**src/rtl/ovle_pkg.sv**
```systemverilog
package ovle_pkg;

	// List geometry
	localparam int CAPACITY    = 64;
	localparam int MAX_RESULTS = 64;
	localparam int DUMP_MAX    = (MAX_RESULTS < CAPACITY) ? MAX_RESULTS : CAPACITY;
	localparam int IDX_W       = $clog2(CAPACITY);
	localparam int CNT_W       = $clog2(CAPACITY + 1);

	// Transaction field widths
	localparam int OP_W    = 3;
	localparam int VAL_W   = 32;
	localparam int POS_W   = 6;
	localparam int COUNT_W = 7;

	typedef enum logic [OP_W-1:0] {
		OP_APPEND = 3'd0,
		OP_SEARCH = 3'd1,
		OP_DELETE = 3'd2,
		OP_MODIFY = 3'd3,
		OP_CLEAR  = 3'd4,
		OP_DUMP   = 3'd5
	} op_t;

	typedef enum logic [1:0] {
		ST_OK        = 2'd0,
		ST_NOT_FOUND = 2'd1,
		ST_FULL      = 2'd2,
		ST_EMPTY     = 2'd3
	} status_t;

	typedef struct packed {
		status_t                   status;
		logic [POS_W-1:0]          position;
		logic signed [VAL_W-1:0]   entry_value;
		logic [COUNT_W-1:0]        entry_count;
		logic                      last;
	} rsp_t;

endpackage

```
**src/rtl/ovle_if.sv**
```systemverilog
interface ovle_req_if import ovle_pkg::*; ();
	logic                    valid;
	logic                    ready;
	logic [OP_W-1:0]         op;
	logic signed [VAL_W-1:0] data;
	logic signed [VAL_W-1:0] new_value;

	modport source(output valid, output op, output data, output new_value, input ready);
	modport sink(input valid, input op, input data, input new_value, output ready);
endinterface

interface ovle_rsp_if import ovle_pkg::*; ();
	logic                    valid;
	logic                    ready;
	status_t                 status;
	logic [POS_W-1:0]        position;
	logic signed [VAL_W-1:0] entry_value;
	logic [COUNT_W-1:0]      entry_count;
	logic                    last;

	modport source(output valid, output status, output position, output entry_value,
		output entry_count, output last, input ready);
	modport sink(input valid, input status, input position, input entry_value,
		input entry_count, input last, output ready);
endinterface

```
**src/rtl/ovle_ram.sv**
```systemverilog
module ovle_ram #(
	parameter int WIDTH = 32,
	parameter int DEPTH = 64
) (
	input  logic                     clk,
	input  logic                     we,
	input  logic [$clog2(DEPTH)-1:0] waddr,
	input  logic [WIDTH-1:0]         wdata,
	input  logic                     re,
	input  logic [$clog2(DEPTH)-1:0] raddr,
	output logic [WIDTH-1:0]         rdata
);

	logic [WIDTH-1:0] mem [DEPTH];
	logic [WIDTH-1:0] rdata_q;

	// Read data holds until the next read enable.
	always_ff @(posedge clk) begin
		if (we) begin
			mem[waddr] <= wdata;
		end
		if (re) begin
			rdata_q <= mem[raddr];
		end
	end

	assign rdata = rdata_q;

endmodule

```
**src/rtl/ordered_value_list_engine_top.sv**
```systemverilog
// Operation: append and clear go straight to the response register; search and modify
//   walk the entries from position 0 up to the match (the whole list on a miss); delete
//   adds a gap-closing shift of the entries past the match; a dump streams one entry per
//   cycle unless the output stalls. Only one request is taken at a time; the walk through
//   the entry RAM (one read per cycle) and output stalls set how long an operation takes.
// Reset: arst_n clears the entry count, sequencer and output valid; entry RAM is not cleared.
module ordered_value_list_engine_top import ovle_pkg::*; (
	input  logic      clk,
	input  logic      arst_n,
	ovle_req_if.sink  req,
	ovle_rsp_if.source rsp
);

	typedef enum logic [2:0] {
		S_IDLE,
		S_SCAN,
		S_SHIFT,
		S_DUMP,
		S_RESP
	} state_t;

	state_t            state_q;
	logic [OP_W-1:0]   op_q;
	logic [VAL_W-1:0]  key_q;
	logic [VAL_W-1:0]  nv_q;
	logic [CNT_W-1:0]  count_q;
	logic [CNT_W-1:0]  ptr_q;
	logic              v_s1;
	logic [IDX_W-1:0]  idx_s1;
	rsp_t              resp_q;
	rsp_t              out_q;
	logic              out_valid_q;

	// Entry RAM port signals
	logic              ram_we;
	logic [IDX_W-1:0]  ram_waddr;
	logic [VAL_W-1:0]  ram_wdata;
	logic              ram_re;
	logic [VAL_W-1:0]  ram_rdata;

	// Sequencer helpers
	logic              accept;
	logic              out_free;
	logic              full;
	logic              scan_hit;
	logic              more;
	logic              dump_take;
	logic              dump_last;
	logic [CNT_W-1:0]  dump_n;
	logic [CNT_W-1:0]  bound;
	logic [CNT_W-1:0]  count_inc;
	logic [CNT_W-1:0]  count_dec;

	ovle_ram #(
		.WIDTH (VAL_W),
		.DEPTH (CAPACITY)
	) u_ram (
		.clk   (clk),
		.we    (ram_we),
		.waddr (ram_waddr),
		.wdata (ram_wdata),
		.re    (ram_re),
		.raddr (ptr_q[IDX_W-1:0]),
		.rdata (ram_rdata)
	);

	// Requests are taken only between operations; the response register decouples the sink.
	assign req.ready = (state_q == S_IDLE);
	assign accept    = req.valid && (state_q == S_IDLE);
	assign out_free  = !out_valid_q || rsp.ready;
	assign full      = (count_q == CNT_W'(CAPACITY));
	assign count_inc = count_q + 1'b1;
	assign count_dec = count_q - 1'b1;

	// A dump never gives more than DUMP_MAX transactions.
	assign dump_n    = (count_q > CNT_W'(DUMP_MAX)) ? CNT_W'(DUMP_MAX) : count_q;
	assign bound     = (state_q == S_DUMP) ? dump_n : count_q;
	assign more      = (ptr_q < bound);

	// Stage s1 holds the entry last read from the RAM; the shared comparator checks it.
	assign scan_hit  = (state_q == S_SCAN) && v_s1 && (ram_rdata == key_q);
	assign dump_take = (state_q == S_DUMP) && v_s1 && out_free;
	assign dump_last = ((CNT_W'(idx_s1) + 1'b1) == dump_n);

	// Read issue: one RAM read per cycle while walking; a dump only reads ahead when the
	// entry already in flight leaves for the output this cycle (RAM data holds otherwise).
	always_comb begin
		case (state_q)
			S_SCAN:  ram_re = more && !scan_hit;
			S_SHIFT: ram_re = more;
			S_DUMP:  ram_re = more && (!v_s1 || out_free);
			default: ram_re = 1'b0;
		endcase
	end

	// Write port: append at the tail, overwrite on modify, move each entry down one on delete.
	always_comb begin
		ram_we    = 1'b0;
		ram_waddr = count_q[IDX_W-1:0];
		ram_wdata = req.data;
		case (state_q)
			S_IDLE: begin
				ram_we = accept && (req.op == OP_APPEND) && !full;
			end
			S_SCAN: begin
				ram_we    = scan_hit && (op_q == OP_MODIFY);
				ram_waddr = idx_s1;
				ram_wdata = nv_q;
			end
			S_SHIFT: begin
				ram_we    = v_s1;
				ram_waddr = idx_s1 - 1'b1;
				ram_wdata = ram_rdata;
			end
			default: begin
				ram_we = 1'b0;
			end
		endcase
	end

	assign rsp.valid       = out_valid_q;
	assign rsp.status      = out_q.status;
	assign rsp.position    = out_q.position;
	assign rsp.entry_value = out_q.entry_value;
	assign rsp.entry_count = out_q.entry_count;
	assign rsp.last        = out_q.last;

	always_ff @(posedge clk or negedge arst_n) begin
		if (!arst_n) begin
			state_q     <= S_IDLE;
			count_q     <= '0;
			ptr_q       <= '0;
			v_s1        <= 1'b0;
			out_valid_q <= 1'b0;
		end else begin
			// Drop the response once the sink takes it; a new load below wins.
			if (out_valid_q && rsp.ready) begin
				out_valid_q <= 1'b0;
			end

			// Advance the read pipeline.
			if (ram_re) begin
				v_s1   <= 1'b1;
				idx_s1 <= ptr_q[IDX_W-1:0];
				ptr_q  <= ptr_q + 1'b1;
			end else if (state_q != S_DUMP || dump_take) begin
				v_s1 <= 1'b0;
			end

			case (state_q)
				S_IDLE: begin
					if (accept) begin
						op_q  <= req.op;
						key_q <= req.data;
						nv_q  <= req.new_value;
						ptr_q <= '0;
						case (req.op)
							OP_APPEND: begin
								state_q <= S_RESP;
								if (full) begin
									resp_q <= '{status: ST_FULL, position: '0, entry_value: '0,
										entry_count: COUNT_W'(count_q), last: 1'b1};
								end else begin
									count_q <= count_inc;
									resp_q  <= '{status: ST_OK, position: POS_W'(count_q),
										entry_value: req.data, entry_count: COUNT_W'(count_inc),
										last: 1'b1};
								end
							end
							OP_SEARCH, OP_DELETE, OP_MODIFY: begin
								if (count_q == '0) begin
									state_q <= S_RESP;
									resp_q  <= '{status: ST_NOT_FOUND, position: '0,
										entry_value: '0, entry_count: '0, last: 1'b1};
								end else begin
									state_q <= S_SCAN;
								end
							end
							OP_CLEAR: begin
								count_q <= '0;
								state_q <= S_RESP;
								resp_q  <= '{status: ST_OK, position: '0, entry_value: '0,
									entry_count: '0, last: 1'b1};
							end
							OP_DUMP: begin
								if (count_q == '0) begin
									state_q <= S_RESP;
									resp_q  <= '{status: ST_EMPTY, position: '0,
										entry_value: '0, entry_count: '0, last: 1'b1};
								end else begin
									state_q <= S_DUMP;
								end
							end
							default: begin
								// Unused codes: ignore the transaction.
								state_q <= S_IDLE;
							end
						endcase
					end
				end

				S_SCAN: begin
					if (scan_hit) begin
						case (op_q)
							OP_DELETE: begin
								// Close the gap: start moving entries from just past the match.
								ptr_q   <= CNT_W'(idx_s1) + 1'b1;
								state_q <= S_SHIFT;
								resp_q  <= '{status: ST_OK, position: POS_W'(idx_s1),
									entry_value: ram_rdata, entry_count: COUNT_W'(count_dec),
									last: 1'b1};
							end
							OP_MODIFY: begin
								state_q <= S_RESP;
								resp_q  <= '{status: ST_OK, position: POS_W'(idx_s1),
									entry_value: nv_q, entry_count: COUNT_W'(count_q),
									last: 1'b1};
							end
							default: begin
								state_q <= S_RESP;
								resp_q  <= '{status: ST_OK, position: POS_W'(idx_s1),
									entry_value: ram_rdata, entry_count: COUNT_W'(count_q),
									last: 1'b1};
							end
						endcase
					end else if (!more && !v_s1) begin
						state_q <= S_RESP;
						resp_q  <= '{status: ST_NOT_FOUND, position: '0, entry_value: '0,
							entry_count: COUNT_W'(count_q), last: 1'b1};
					end
				end

				S_SHIFT: begin
					// Last move written: shrink the list (tail moves back by one).
					if (!more && !v_s1) begin
						count_q <= count_dec;
						state_q <= S_RESP;
					end
				end

				S_DUMP: begin
					if (dump_take) begin
						out_valid_q <= 1'b1;
						out_q       <= '{status: ST_OK, position: POS_W'(idx_s1),
							entry_value: ram_rdata, entry_count: COUNT_W'(count_q),
							last: dump_last};
						if (dump_last) begin
							state_q <= S_IDLE;
						end
					end
				end

				S_RESP: begin
					if (out_free) begin
						out_valid_q <= 1'b1;
						out_q       <= resp_q;
						state_q     <= S_IDLE;
					end
				end

				default: begin
					state_q <= S_IDLE;
				end
			endcase
		end
	end

endmodule
```
**src/flat_wrapper.sv**
```systemverilog
// flat-port wrapper written by rule: the top's interface ports become plain ports
module ordered_value_list_engine_top_flat import ovle_pkg::*;
  (clk, arst_n, req_valid, req_op, req_data, req_new_value, req_ready, rsp_valid, rsp_status, rsp_position, rsp_entry_value, rsp_entry_count, rsp_last, rsp_ready);
  ovle_req_if req_i ();
  ovle_rsp_if rsp_i ();
  input  logic clk;
  input  logic arst_n;
  input wire logic [$bits(req_i.valid)-1:0] req_valid;
  input wire logic [$bits(req_i.op)-1:0] req_op;
  input wire logic [$bits(req_i.data)-1:0] req_data;
  input wire logic [$bits(req_i.new_value)-1:0] req_new_value;
  output wire logic [$bits(req_i.ready)-1:0] req_ready;
  output wire logic [$bits(rsp_i.valid)-1:0] rsp_valid;
  output wire logic [$bits(rsp_i.status)-1:0] rsp_status;
  output wire logic [$bits(rsp_i.position)-1:0] rsp_position;
  output wire logic [$bits(rsp_i.entry_value)-1:0] rsp_entry_value;
  output wire logic [$bits(rsp_i.entry_count)-1:0] rsp_entry_count;
  output wire logic [$bits(rsp_i.last)-1:0] rsp_last;
  input wire logic [$bits(rsp_i.ready)-1:0] rsp_ready;
  assign req_i.valid = req_valid;
  assign req_i.op = req_op;
  assign req_i.data = req_data;
  assign req_i.new_value = req_new_value;
  assign req_ready = req_i.ready;
  assign rsp_valid = rsp_i.valid;
  assign rsp_status = rsp_i.status;
  assign rsp_position = rsp_i.position;
  assign rsp_entry_value = rsp_i.entry_value;
  assign rsp_entry_count = rsp_i.entry_count;
  assign rsp_last = rsp_i.last;
  assign rsp_i.ready = rsp_ready;
  ordered_value_list_engine_top u_core (.clk(clk), .arst_n(arst_n), .req(req_i), .rsp(rsp_i));
endmodule
```
**config.mk**
```make
export PLATFORM = sky130hd
export DESIGN_NAME = ordered_value_list_engine_top_flat
export DESIGN_NICKNAME = d
export VERILOG_FILES = /design/src/rtl/ovle_pkg.sv /design/src/rtl/ovle_if.sv /design/src/rtl/ovle_ram.sv /design/src/rtl/ordered_value_list_engine_top.sv /design/src/flat_wrapper.sv
export SDC_FILE = /design/constraint.sdc
export NUM_CORES = 2
export LEC_CHECK = 0
export BUFFER_PORTS_ARGS = -buffer_cell sky130_fd_sc_hd__buf_2
export CELL_PAD_IN_SITES_DETAIL_PLACEMENT = 2
export CELL_PAD_IN_SITES_GLOBAL_PLACEMENT = 2
export CORE_ASPECT_RATIO = 0.9
export CORE_MARGIN = 2
export CORE_UTILIZATION = 45
export DETAILED_ROUTE_END_ITERATION = 8
export GPL_TIMING_DRIVEN = 0
export MAX_ROUTING_LAYER = met4
export PLACE_DENSITY_LB_ADDON = 0.1
export SLEW_MARGIN = 20
export SYNTH_ARGS = -nofsm -noshare
export SYNTH_HDL_FRONTEND = slang
export SYNTH_HIERARCHICAL = 1
export SYNTH_SLANG_ARGS = --single-unit
```
**constraint.sdc**
```tcl
create_clock -name clk -period 4.9 [get_ports clk]
set_input_delay 0.98 -clock clk [delete_from_list [all_inputs] [get_ports clk]]
set_output_delay 0.98 -clock clk [all_outputs]
set_load 0.01 [all_outputs]
```
# Yosys cells after proc, flatten, opt, wreduce, memory -nomap -nowiden
# Memory sizes are Yosys's and may differ from the RTL's. A register that Yosys moved wholly into a read port is not among the register bits.
# Cells that the tools add are included.
# totals
regBits,188
latch_bits,0
mem_bits_rw,2048
romBits,0
in_bits,71
n_memories,1
# classes
addsub,5
mul,0
n_div,0
n_lt_le_gt_ge,2
n_eq_ne,26
shifts,0
mux,47
n_bitwise,0
n_reduce_logical,35
# mem_list
memory,words,width,rd,rd_ports_with_merged_regs,write_ports,line,source
u_core.u_ram.mem,64,32,1,1,1,ovle_ram.sv:14,logic [WIDTH-1:0] mem [DEPTH];
# ops
op,count
$mux W48,8
$pmux W48 S2,2
$pmux W48 S4,1
$pmux W40 S2,1
$pmux W32 S2,1
$mux W7,9
$pmux W7 S2,3
$eq A32 B32 Y1,1
$mux W3,9
$eq A3 B2 Y1 const B,6
$pmux W3 S5,1
$add A7 B1 Y7 const B,2
$logic_and A1 B1 Y1,12
$ne A3 B2 Y1 const B,4
$pmux W6 S2,1
$ne A2 B1 Y1 const B,5
$eq A3 B3 Y1 const B,3
$pmux W3 S3,1
$reduce_and A4 Y1,2
$reduce_bool A2 Y1,4
$add A6 B1 Y7 const B,1
$eq A7 B7 Y1,1
$eq A7 B7 Y1 const B,1
$gt A7 B7 Y1 const B,1
20 further kinds,35

# Depth between registers and ports, before layout
# depth
depth_word,10
mapped_depth,14

# Hierarchy
# Netlist, hierarchy kept.
# by_module_without_submodules
mod,instances,cells_each,area_per_inst_um2,seq_area_each_um2
ovle_ram,1,3324,78835.6,62459.9
ordered_value_list_engine_top,1,909,9709.3,5520.3

# Least setup slack after synthesis
# Ideal clock, no wire load.
# synth_path
kind,register to register
start,"reg u_core.u_ram.rdata_q[7], in the netlist u_core/u_ram/rdata[7], read port of u_core.u_ram.mem"
end,mem u_core.u_ram.mem[49][0] (enable)
arrival_time_ns,4.681
required_time_ns,4.439
path_slack_ns,-0.242
path_stages_with_launch,10
path_buffers,1
period_less_slack_ns,5.142
path_cell_list,edfxtp_1 > xor2_1 > or4b_1 > nor4_4 > nand3_2 > clkbuf_1 > o21ai_1 > nor2b_1 > nand4_1 > nor3_1
# synth_between
elab_chain_cells,6
# synth_lines
item,line,source
start: declaration,ovle_ram.sv:15,logic [WIDTH-1:0] rdata_q;
$eq A32 B32 Y1,ordered_value_list_engine_top.sv:81,assign scan_hit = (state_q == S_SCAN) && v_s1 && (ram_rdata == key_q);
$logic_and A1 B1 Y1,ordered_value_list_engine_top.sv:81,
$logic_and A1 B1 Y1,ordered_value_list_engine_top.sv:106,ram_we = scan_hit && (op_q == OP_MODIFY);
$pmux W1 S3,ordered_value_list_engine_top.sv:101,case (state_q)
via u_core.ram_we,ordered_value_list_engine_top.sv:35,logic ram_we;
$mux W1,ovle_ram.sv:19,if (we) begin
$mux W1 (not written as such),ovle_ram.sv:20,mem[waddr] <= wdata;
end: declaration,ovle_ram.sv:14,
# The timed path passes the listed nets, and every way through them passes these cells.

# Final worst setup path
# layout_path
start,reg u_core.ptr_q[1]
end,"reg u_core.u_ram.rdata_q[24], in the netlist u_core/u_ram/rdata[24], read port of u_core.u_ram.mem, data pin"
# layout_between
elab_chain_cells,3
# layout_lines
item,line,source
start: declaration,ordered_value_list_engine_top.sv:27,logic [CNT_W-1:0] ptr_q;
start signal: assignment,ordered_value_list_engine_top.sv:145,ptr_q <= ptr_q + 1'b1;
start signal: assignment,ordered_value_list_engine_top.sv:207,ptr_q <= CNT_W'(idx_s1) + 1'b1;
$lt A7 B7 Y1,ordered_value_list_engine_top.sv:78,assign more = (ptr_q < bound);
"$logic_and A1 B1 Y1, on equally long branches","ordered_value_list_engine_top.sv:91, ordered_value_list_engine_top.sv:89",
$pmux W1 S3,ordered_value_list_engine_top.sv:88,case (state_q)
# Parallel ways exist; a longest one is shown, timed or not.
# A chain may end at the register's enable or synchronous reset.

==> impl_metrics.prom <==
# TYPE chip_impl_metric gauge
chip_impl_info{name="dominantRegCellSynth",value="sky130_fd_sc_hd__edfxtp_1"} 1
chip_impl_metric{name="placed_cell_area",unit="sq mm"} 0.0985
chip_impl_metric{name="insertion_delay",unit="ns"} 0.90
chip_impl_metric{name="syn_area_per_cell",unit="sq um"} 20.9
chip_impl_metric{name="detailedPlacementHpwl",unit="um"} 242000
chip_impl_info{name="crit_path_cell_trace",value="buf_2 -> buf_2 -> buf_2 -> clkbuf_1 -> buf_2 -> mux2i_1 -> a21oi_1 -> a21oi_1 -> nor2_1"} 1
chip_impl_metric{name="global_route_wire_length_before_repair",unit="um"} 493000
chip_impl_metric{name="post_layout_utilization_of_the_core",unit="%"} 54.4
chip_impl_metric{name="cap_violations",unit=""} 0
chip_impl_info{name="clock_tree.root_cell",value="sky130_fd_sc_hd__clkbuf_16"} 1
chip_impl_metric{name="netlist_area",unit="sq mm"} 0.0885
chip_impl_metric{name="drt-pass1-iter-count",unit=""} 6
chip_impl_metric{name="max-vdd-ir-drop",unit="mV"} 0.408
chip_impl_metric{name="net-switching-power",unit="mW"} 22.8
chip_impl_metric{name="area_growth_syn_to_layout",unit="%"} 20.2
chip_impl_metric{name="setup_viol_count_final",unit=""} 3
chip_impl_metric{name="core_region_area",unit="sq mm"} 0.196
chip_impl_metric{name="power.switching_fraction",unit="%"} 35.2
chip_impl_metric{name="grt_pass1_vias",unit=""} 53900
chip_impl_metric{name="worst_r2r_path_depth",unit=""} 9
chip_impl_info{name="crit-reg2reg-capture",value="u_core/u_ram/rdata[24]"} 1
chip_impl_metric{name="share_seq_of_total_power",unit="%"} 40.6
chip_impl_metric{name="grt_max_degree",unit=""} 46
chip_impl_info{name="violations",value="setup timing"} 1
chip_impl_info{name="cp-end-kind",value="flip-flop"} 1
chip_impl_metric{name="final_antenna_net_count",unit=""} 0
chip_impl_info{name="routed.top_layer",value="met4"} 1
chip_impl_info{name="crit_path_start",value="u_core/ptr_q[1]"} 1
chip_impl_metric{name="antenna_found_initial",unit=""} 20
chip_impl_info{name="status",value="finished, violations left"} 1
chip_impl_metric{name="port_buffers",unit=""} 120
chip_impl_metric{name="cellLeakagePower",unit="nW"} 33.8
chip_impl_info{name="path_common_cell",value="sky130_fd_sc_hd__buf_2"} 1
chip_impl_metric{name="critPathRequiredTime",unit="ns"} 5.53
chip_impl_metric{name="clock-sinks",unit=""} 2267
chip_impl_metric{name="post-route-drc-count",unit=""} 0
chip_impl_metric{name="die_width",unit="um"} 472
chip_impl_metric{name="track_usage",unit="%"} 37.8
chip_impl_metric{name="top_level_ports",unit=""} 121
chip_impl_metric{name="clock.fmax",unit="GHz"} 0.200
chip_impl_metric{name="final-hold-violation-count",unit=""} 0
chip_impl_metric{name="die_h",unit="um"} 425
chip_impl_metric{name="finish.net_count",unit=""} 4938
chip_impl_metric{name="cts_hold_buffers",unit=""} 0
chip_impl_metric{name="drt-initial-drc-count",unit=""} 8504
chip_impl_metric{name="route.vias.total",unit=""} 52100
chip_impl_metric{name="synth-edff-count",unit=""} 2248
chip_impl_metric{name="timing_worst_slew_pin_value",unit="ns"} 1.27
chip_impl_info{name="tritoncts",value="yes"} 1
chip_impl_metric{name="floorplan.rows",unit=""} 154
chip_impl_metric{name="longest_clk_path_bufs",unit=""} 3
chip_impl_metric{name="post_layout_nonfiller_instances",unit=""} 7622
chip_impl_metric{name="gp_routability_congestion",unit=""} 0.873
chip_impl_metric{name="worstPathMaxFanout",unit=""} 10
chip_impl_metric{name="power.density",unit="mW/mm^2"} 611
chip_impl_metric{name="arrival",unit="ns"} 5.63
chip_impl_info{name="start_kind",value="flip-flop"} 1
chip_impl_metric{name="fill_cells",unit=""} 16400
chip_impl_metric{name="synth_fp_nets",unit=""} 4316
chip_impl_metric{name="detail_route.wirelength",unit="um"} 366000
chip_impl_metric{name="final_std_cell_area_no_fill",unit="sq mm"} 0.106
chip_impl_info{name="crit_slowest_cell",value="sky130_fd_sc_hd__a21oi_1"} 1
chip_impl_info{name="hold_class",value="primary input to async pin"} 1
chip_impl_metric{name="grt_remaining_overflow",unit=""} 0
chip_impl_metric{name="synthesis.instances",unit=""} 4233
chip_impl_metric{name="report.final.slew_viol_count",unit=""} 0
chip_impl_metric{name="dp.cells",unit=""} 7145
chip_impl_metric{name="post_route_cells_drive_above_1_share",unit="%"} 30.3
chip_impl_metric{name="synth.yosys.warnings",unit=""} 6
chip_impl_info{name="grt_setup_unrepaired",value="true"} 1
chip_impl_metric{name="post_drt_wl_per_cell",unit="um"} 48.0
chip_impl_metric{name="numCtsBuffers",unit=""} 227
chip_impl_metric{name="post-route-worst-setup-slack",unit="ns"} -0.106
chip_impl_metric{name="dr_wl_met3",unit="um"} 36000
chip_impl_metric{name="asyncSetResetFlopFracSynth",unit="%"} 0.838
chip_impl_metric{name="share_of_synthesized_area_occupied_by_flip_flops_and_latches",unit="%"} 76.8
chip_impl_info{name="critPathKind",value="flip-flop to flip-flop"} 1
chip_impl_metric{name="yosys.cell_types.count",unit=""} 74
chip_impl_metric{name="fin_crit_sh",unit="%"} 102
chip_impl_metric{name="drt-met1-wl",unit="um"} 136000
chip_impl_metric{name="layout_min_cycle_time",unit="ns"} 5.01
chip_impl_info{name="timing.rr.start",value="u_core/ptr_q[1]"} 1
chip_impl_metric{name="power.share.clock",unit="%"} 27.4
chip_impl_metric{name="pre_cts_slack",unit="ns"} -0.950
chip_impl_metric{name="p_comb_share",unit="%"} 32.1
chip_impl_metric{name="number_of_h_tree_levels",unit=""} 4
chip_impl_metric{name="r2r_setup_slack",unit="ns"} -0.11
chip_impl_metric{name="timing.critical_path.slowest_cell_delay",unit="ns"} 0.94
chip_impl_metric{name="power.internal",unit="mW"} 42.1
chip_impl_metric{name="hold-worst-slack",unit="ns"} 0.167
chip_impl_metric{name="vias_per_cell",unit=""} 6.83
chip_impl_metric{name="synth-seq-cells",unit=""} 2267
chip_impl_metric{name="area_of_the_die",unit="sq mm"} 0.200
chip_impl_metric{name="met2WireLength",unit="um"} 172000
chip_impl_metric{name="clock_pin_slew_worst_setup_and_hold_paths",unit="ns"} 0.07
chip_impl_metric{name="slew_headroom",unit="%"} 15.2
chip_impl_metric{name="initial_core_util",unit="%"} 45.3
chip_impl_metric{name="timing.clock.skew",unit="ns"} 0.0615
## flip-flops by register name, summed over array words and instances (netlist names)
register,count
u_core/count_q,7
u_core/nv_q,32
u_core/key_q,32
u_core/ptr_q,7
u_core/idx_s1,6
u_core/rsp.valid,1
u_core/v_s1,1
u_core/rsp.last,1
u_core/resp_q,47
u_core/rsp.entry_count,7
u_core/u_ram/rdata,32
u_core/rsp.entry_value,32
u_core/rsp.status,2
u_core/op_q,3
u_core/rsp.position,6
u_core/state_q,3
u_core/u_ram/mem,2048
## power groups by stage
stage	sequential (mW)	combinational [mW]	clock [mW]
after CTS	26.3	20.3	17.9
final	26.4	20.8	17.8
after global placement	28.2	15.3	0
after global routing	26.4	21.2	18.5
after floorplan	27.1	8.86	0
after detailed placement	26.7	20.0	0
## final cells by class
class,instances,area [sq um],area share (%)
Clock inverter,129,1310,1.23
Inverter,17,63.8,0.0600
Sequential cell,2267,68000,63.9
Timing Repair Buffer,394,6310,5.93
Antenna cell,9,22.5,0.0212
Clock buffer,284,5940,5.58
Multi-Input combinational cell,1716,20400,19.2
Buffer,232,1130,1.06
Tap cell,2574,3220,3.03
## worst max path at each step
stage	cells past startpoint	end	slack (ns)
3_5_place_dp	11	u_core/u_ram/mem[30][11]	-0.95
2_1_floorplan	6	u_core/u_ram/mem[0][0]	0.18
5_1_grt	13	u_core/u_ram/mem[33][6]	-0.03
6_report	9	u_core/u_ram/rdata[24]	-0.11
3_3_place_gp	6	u_core/u_ram/mem[0][9]	-6.48
4_1_cts	11	u_core/u_ram/mem[17][2]	-0.05
## cells in the final DEF (no fill, tap or decap), drive strengths merged, types with 5 or more instances in the layout
cell type	instances
o211ai	11
and2	5
clkinv	92
mux4	544
a31oi	13
a22oi	52
buf	515
ha	12
nor3b	5
o21a	5
a21oi	83
nand2b	13
nor2b	19
clkbuf	395
and3	13
or3b	7
nand3b	6
mux2i	128
a21o	7
bufinv	21
o21ai	98
nand4	13
diode	9
nand3	18
edfxtp	2248
inv	23
nor2	165
clkinvlp	10
o22ai	100
xnor2	35
nor3	16
nand2	246
xor2	14
or3	6
dfrtp	19
o221ai	27
nand4b	5
or2	5
a311oi	8
## critical path, delay by kind of cell (launching register included)
family / cells / cell delay, ns
flops: 1 / 0.48
mux: 1 / 0.18
simple gates: 1 / 0.41
compound gates: 2 / 1.04
buf+inv: 5 / 2.59
## cell families (layout without fill, tap and decap cells)
kind of cell    Yosys count  after routing  synth area share [%]
compound gates          432            432                  3.14
xor+xnor                 49             49                 0.485
fa+ha+maj                12             12                 0.170
buf+inv                 250           1056                  1.30
flops                  2267           2267                  76.8
mux                     672            672                  15.3
other cells               0              9                     0
simple gates            551            551                  2.85
## per-stage QoR
step,setup TNS (ns),power (mW)
after floorplan,0,36.0
after global placement,-,43.5
after detailed placement,-700.99,46.7
after CTS,-0.853,64.5
after global routing,-0.0852,66.1
final,-0.209,65.0
## cell usage after synthesis, types with 12 or more instances
cell,number,area [sq um]
sky130_fd_sc_hd__edfxtp_1,2248,67500
sky130_fd_sc_hd__mux4_2,544,12300
sky130_fd_sc_hd__nand2_1,246,923
sky130_fd_sc_hd__nor2_1,164,616
sky130_fd_sc_hd__mux2i_1,128,1280
sky130_fd_sc_hd__clkbuf_1,111,417
sky130_fd_sc_hd__o22ai_1,99,619
sky130_fd_sc_hd__a21oi_1,82,410
sky130_fd_sc_hd__buf_2,64,320
sky130_fd_sc_hd__o21ai_0,53,265
sky130_fd_sc_hd__a22oi_1,51,383
sky130_fd_sc_hd__o21ai_1,45,225
sky130_fd_sc_hd__xnor2_1,35,307
sky130_fd_sc_hd__buf_1,27,101
sky130_fd_sc_hd__o221ai_1,27,236
sky130_fd_sc_hd__buf_4,26,195
sky130_fd_sc_hd__dfrtp_1,19,475
sky130_fd_sc_hd__nor2b_1,19,119
sky130_fd_sc_hd__inv_1,17,63.8
sky130_fd_sc_hd__nand3_1,17,85.1
sky130_fd_sc_hd__xor2_1,14,123
sky130_fd_sc_hd__and3_1,13,81.3
sky130_fd_sc_hd__nand2b_1,13,81.3
sky130_fd_sc_hd__nor3_1,13,65.1
sky130_fd_sc_hd__a31oi_1,12,75.1
sky130_fd_sc_hd__ha_1,12,150
sky130_fd_sc_hd__nand4_1,12,75.1
## per-layer routing
| metal | GRT usage (%) | vias to the layer above |
|---|---|---|
| met4 | 18.6 | 0 |
| li1 | - | 18900 |
| met2 | 58.3 | 3742 |
| met1 | 48.9 | 28500 |
| met5 | - | - |
| met3 | 6.84 | 852 |
## timing repair
item                                    in CTS  in global routing
buffers inserted                            43                 13
endpoints found under the setup margin    1989                486
resized for setup                           14                  7
pin swaps                                   30                  5
Power figures use the tool's default switching activity.
